$ cat src/design/salc_ram.sv
// salc_ram: generic single-write, single-read ram with registered read data
// no dependencies
`timescale 1ns / 1ps

module salc_ram #(
  parameter int WIDTH = 8,
  parameter int DEPTH = 64,
  parameter int AW    = (DEPTH > 1) ? $clog2(DEPTH) : 1
) (
  input  logic             clk_i,
  input  logic             we_i,
  input  logic [AW-1:0]    waddr_i,
  input  logic [WIDTH-1:0] wdata_i,
  input  logic             re_i,
  input  logic [AW-1:0]    raddr_i,
  output logic [WIDTH-1:0] rdata_o
);

  logic [WIDTH-1:0] mem_q [DEPTH];
  logic [WIDTH-1:0] rdata_q;

  always_ff @(posedge clk_i) begin
    if (we_i) begin
      mem_q[waddr_i] <= wdata_i;
    end
    if (re_i) begin
      rdata_q <= mem_q[raddr_i];
    end
  end

  assign rdata_o = rdata_q;

endmodule

$ cat config.mk
export PLATFORM = sky130hd
export DESIGN_NAME = salc_ram
export DESIGN_NICKNAME = d
export VERILOG_FILES = /design/src/design/salc_ram.sv
export SDC_FILE = /design/constraint.sdc
export NUM_CORES = 1
export LEC_CHECK = 0
export ABC_AREA = 0
export BUFFER_PORTS_ARGS = -buffer_cell sky130_fd_sc_hd__buf_2
export CAP_MARGIN = 0
export CORE_MARGIN = 1.5
export CORE_UTILIZATION = 45
export DETAILED_ROUTE_END_ITERATION = 16
export PLACE_DENSITY = 0.66
export SLEW_MARGIN = 25
export SYNTH_ARGS = -nofsm -noshare
export SYNTH_HDL_FRONTEND = slang
export SYNTH_SLANG_ARGS = --single-unit
$ cat constraint.sdc
create_clock -name clk_i -period 4.7 [get_ports clk_i]
set_input_delay 0.47 -clock clk_i [delete_from_list [all_inputs] [get_ports clk_i]]
set_output_delay 0.47 -clock clk_i [all_outputs]
set_load 0.02 [all_outputs]
==> impl_metrics.csv <==
group,metric,value,unit
route,drt_iter0_drc,1154,
global_route,grt_max_degree,65,
timing,finalCritPeriodShare,0.547,
timing,hold_slack,0.271,ns
die,die-area,46300,um2
route,drt-pass1-iter-count,5,
placement,place_congestion,0.811,
global_route,grt_pass1_vias,9699,
die,die_x,215,um
clock_network,cts.sinks,520,
global_route,grt_first_pass_wirelength,64900,um
placement,dp_hpwl,25600,um
die,rows,77,
hold_path,min_path_type,"input pin to register",
synthesis,synth-main-ff-cell,"edfxtp_1",
cells_and_area,final_cell_area,22700,um2
cells_and_area,layout_commonest_cell,"edfxtp_1",
timing,fmax,389,MHz
timing,rsz0062_at_grt,"false",
cells_and_area,area_growth,12.0,%
timing,finalSetupTns,0,ns
route,num_vias,9456,
critical_path,r2r_start,"mem_q[2][5]$_DFFE_PP_",
critical_path,max_stage_delay,0.56,ns
synthesis,synth_edf_count,520,
die,design.core.area,44300,um2
clock_network,cts_tree,"built",
synthesis,ys_ff_latch,520,
status,status,"finished clean",
die,start_util,0.457,
placement,dp_slack,1.52,ns
critical_path,critPathRequiredTime,5.00,ns
die,dieHeight,215,um
die,pin_count,31,
clock_network,hold_buffers,0,
placement,dp_cells,1530,
route,post_drt_wl_per_cell,26.7,um
timing,finalSetupViolations,0,
synthesis,async_reset_ff_frac,0,
power,power.leakage,7.01,nW
critical_path,cpMaxStageDelayCell,"mux4_2",
timing,tightest_slew,1.09,ns
critical_path,arrival,2.87,ns
timing,maxSlewHeadroom,0.252,
route,ant_nets,0,
synthesis,ys_top_cells_by_area,"edfxtp_1 (77%), mux4_2 (14%), nor2_1 (1.5%)",
timing,hold_violations,0,
placement,place_area,21000,um2
clock_network,numCtsBuffers,50,
synthesis,synth_top_area_frac,0.771,
timing,skew,0.0157,ns
global_route,antenna_found_initial,4,
critical_path,worstSetupStartpointType,"input pin",
critical_path,crit_start,"raddr_i[0]",
clock_network,insertion_delay,0.57,ns
critical_path,crit_family,"multiplexers",
timing,setup_ws,2.13,ns
synthesis,syn_avg_cell_area,21.5,um2
clock_network,clock_path_buffers,3,
critical_path,cp_cell_sequence,"clkbuf_8 > buf_12 > mux4_2 > mux2_2 > o221a_2 > nor3_1 > o32ai_1",
critical_path,end_kind,"register",
synthesis,ys_seq_area_frac,0.771,
clock_network,postCtsSetupBuffers,0,
critical_path,critPathKind,"input pin to register",
global_route,grtUsageTotal,0.191,
power,p_per_area,425,nW/um2
power,vdd_ir_drop_max,0.000267,V
route,finalWirelength,43300,um
power,power,9.65,mW
synthesis,yosysWarnings,0,
cells_and_area,mostFrequentLayoutCells,"edfxtp_1 (520), mux4_2 (126), nor2_1 (83)",
job,max_cap_violations,0,
cells_and_area,final_cells,1622,
global_route,grt_overflow,0,
critical_path,path_buf_inv,2,
placement,numPortBuffers,30,
clock_network,htreeDepth,2,
cells_and_area,layout.nets,1013,
synthesis,synth.largest_area_cell,"edfxtp_1",
clock_network,cts_resized,0,
hold_path,min_from,"re_i",
critical_path,crit_fanout,41,
route,post-route-drc-count,0,
synthesis,synth.cell_area,20200,um2
cells_and_area,drive_gt1_frac,0.253,
synthesis,yosysUniqueCellTypes,39,
timing,slew_violations,0,
synthesis,synthCells,940,
timing,final.min_clock_period,2.57,ns
clock_network,root_buffer,"clkbuf_16",
route,via_per_inst,5.83,
clock_network,clk_pin_slew,0.06,ns
synthesis,mappedNetlistNets,963,
cells_and_area,utilization,0.512,
-- kinds of logic after synthesis --
kind of cell    after synthesis  synth area share
flops                       520             0.771
mux                         162             0.159
simple gates                153            0.0337
compound gates               54            0.0206
buf+inv                      51            0.0156
-- synthesized netlist by cell type (4+ instances only) --
cell and count:
a211oi_1 4, a221oi_1 6, buf_1 4, buf_2 11, buf_4 13, buf_6 4, clkbuf_1 17, edfxtp_1 520
mux2_2 13, mux2i_1 23, mux4_2 126, nand2_1 19, nand2b_1 7, nand3_1 13, nor2_1 83, nor2b_1 14
nor3_1 7, o221ai_1 8, o22ai_1 8
-- state kept, by name, summed over array words and instances, names as in the netlist --
name     flops
rdata_o      8
mem_q      512
-- power by group --
part           switching, mW  internal (mW)
clock network           1.66           2.37
registers             0.0132           5.14
logic                  0.292          0.175
-- metal layers --
layer  up-vias  wire length [um]  track usage
met3        90              2600       0.0314
met4         2              1350       0.0690
met2       320             20500        0.295
met1      4999             18800        0.278
met5         -                17            0
li1       4045                 -            -
-- worst reg2reg max path: cells and delay by family, from the launching register on --
family / cells / cell delay, ns
and+or+nand+nor: 1 / 0.15
muxes: 1 / 0.48
AOI/OAI and AO/OA: 2 / 1.11
DFF: 1 / 0.37
-- final timing paths --
path,endpoint,cells past startpoint,slack [ns]
setup / recovery,rdata_o[4]$_DFFE_PP_,7,2.13
hold / removal,rdata_o[2]$_DFFE_PP_,1,0.27
setup reg to reg,rdata_o[5]$_DFFE_PP_,4,2.31
hold reg to reg,rdata_o[2]$_DFFE_PP_,4,0.92
-- cell type report --
cell class              instances  area [um2]
fillers                      3472       21600
flip-flops and latches        520       15600
multi-input cells             369        4320
clock buffers                  58        1350
well taps                     592         741
repair buffers                 49         352
clock inverters                32         299
diodes                          2        5.00
No activity file was read; power rests on OpenSTA's default activity.
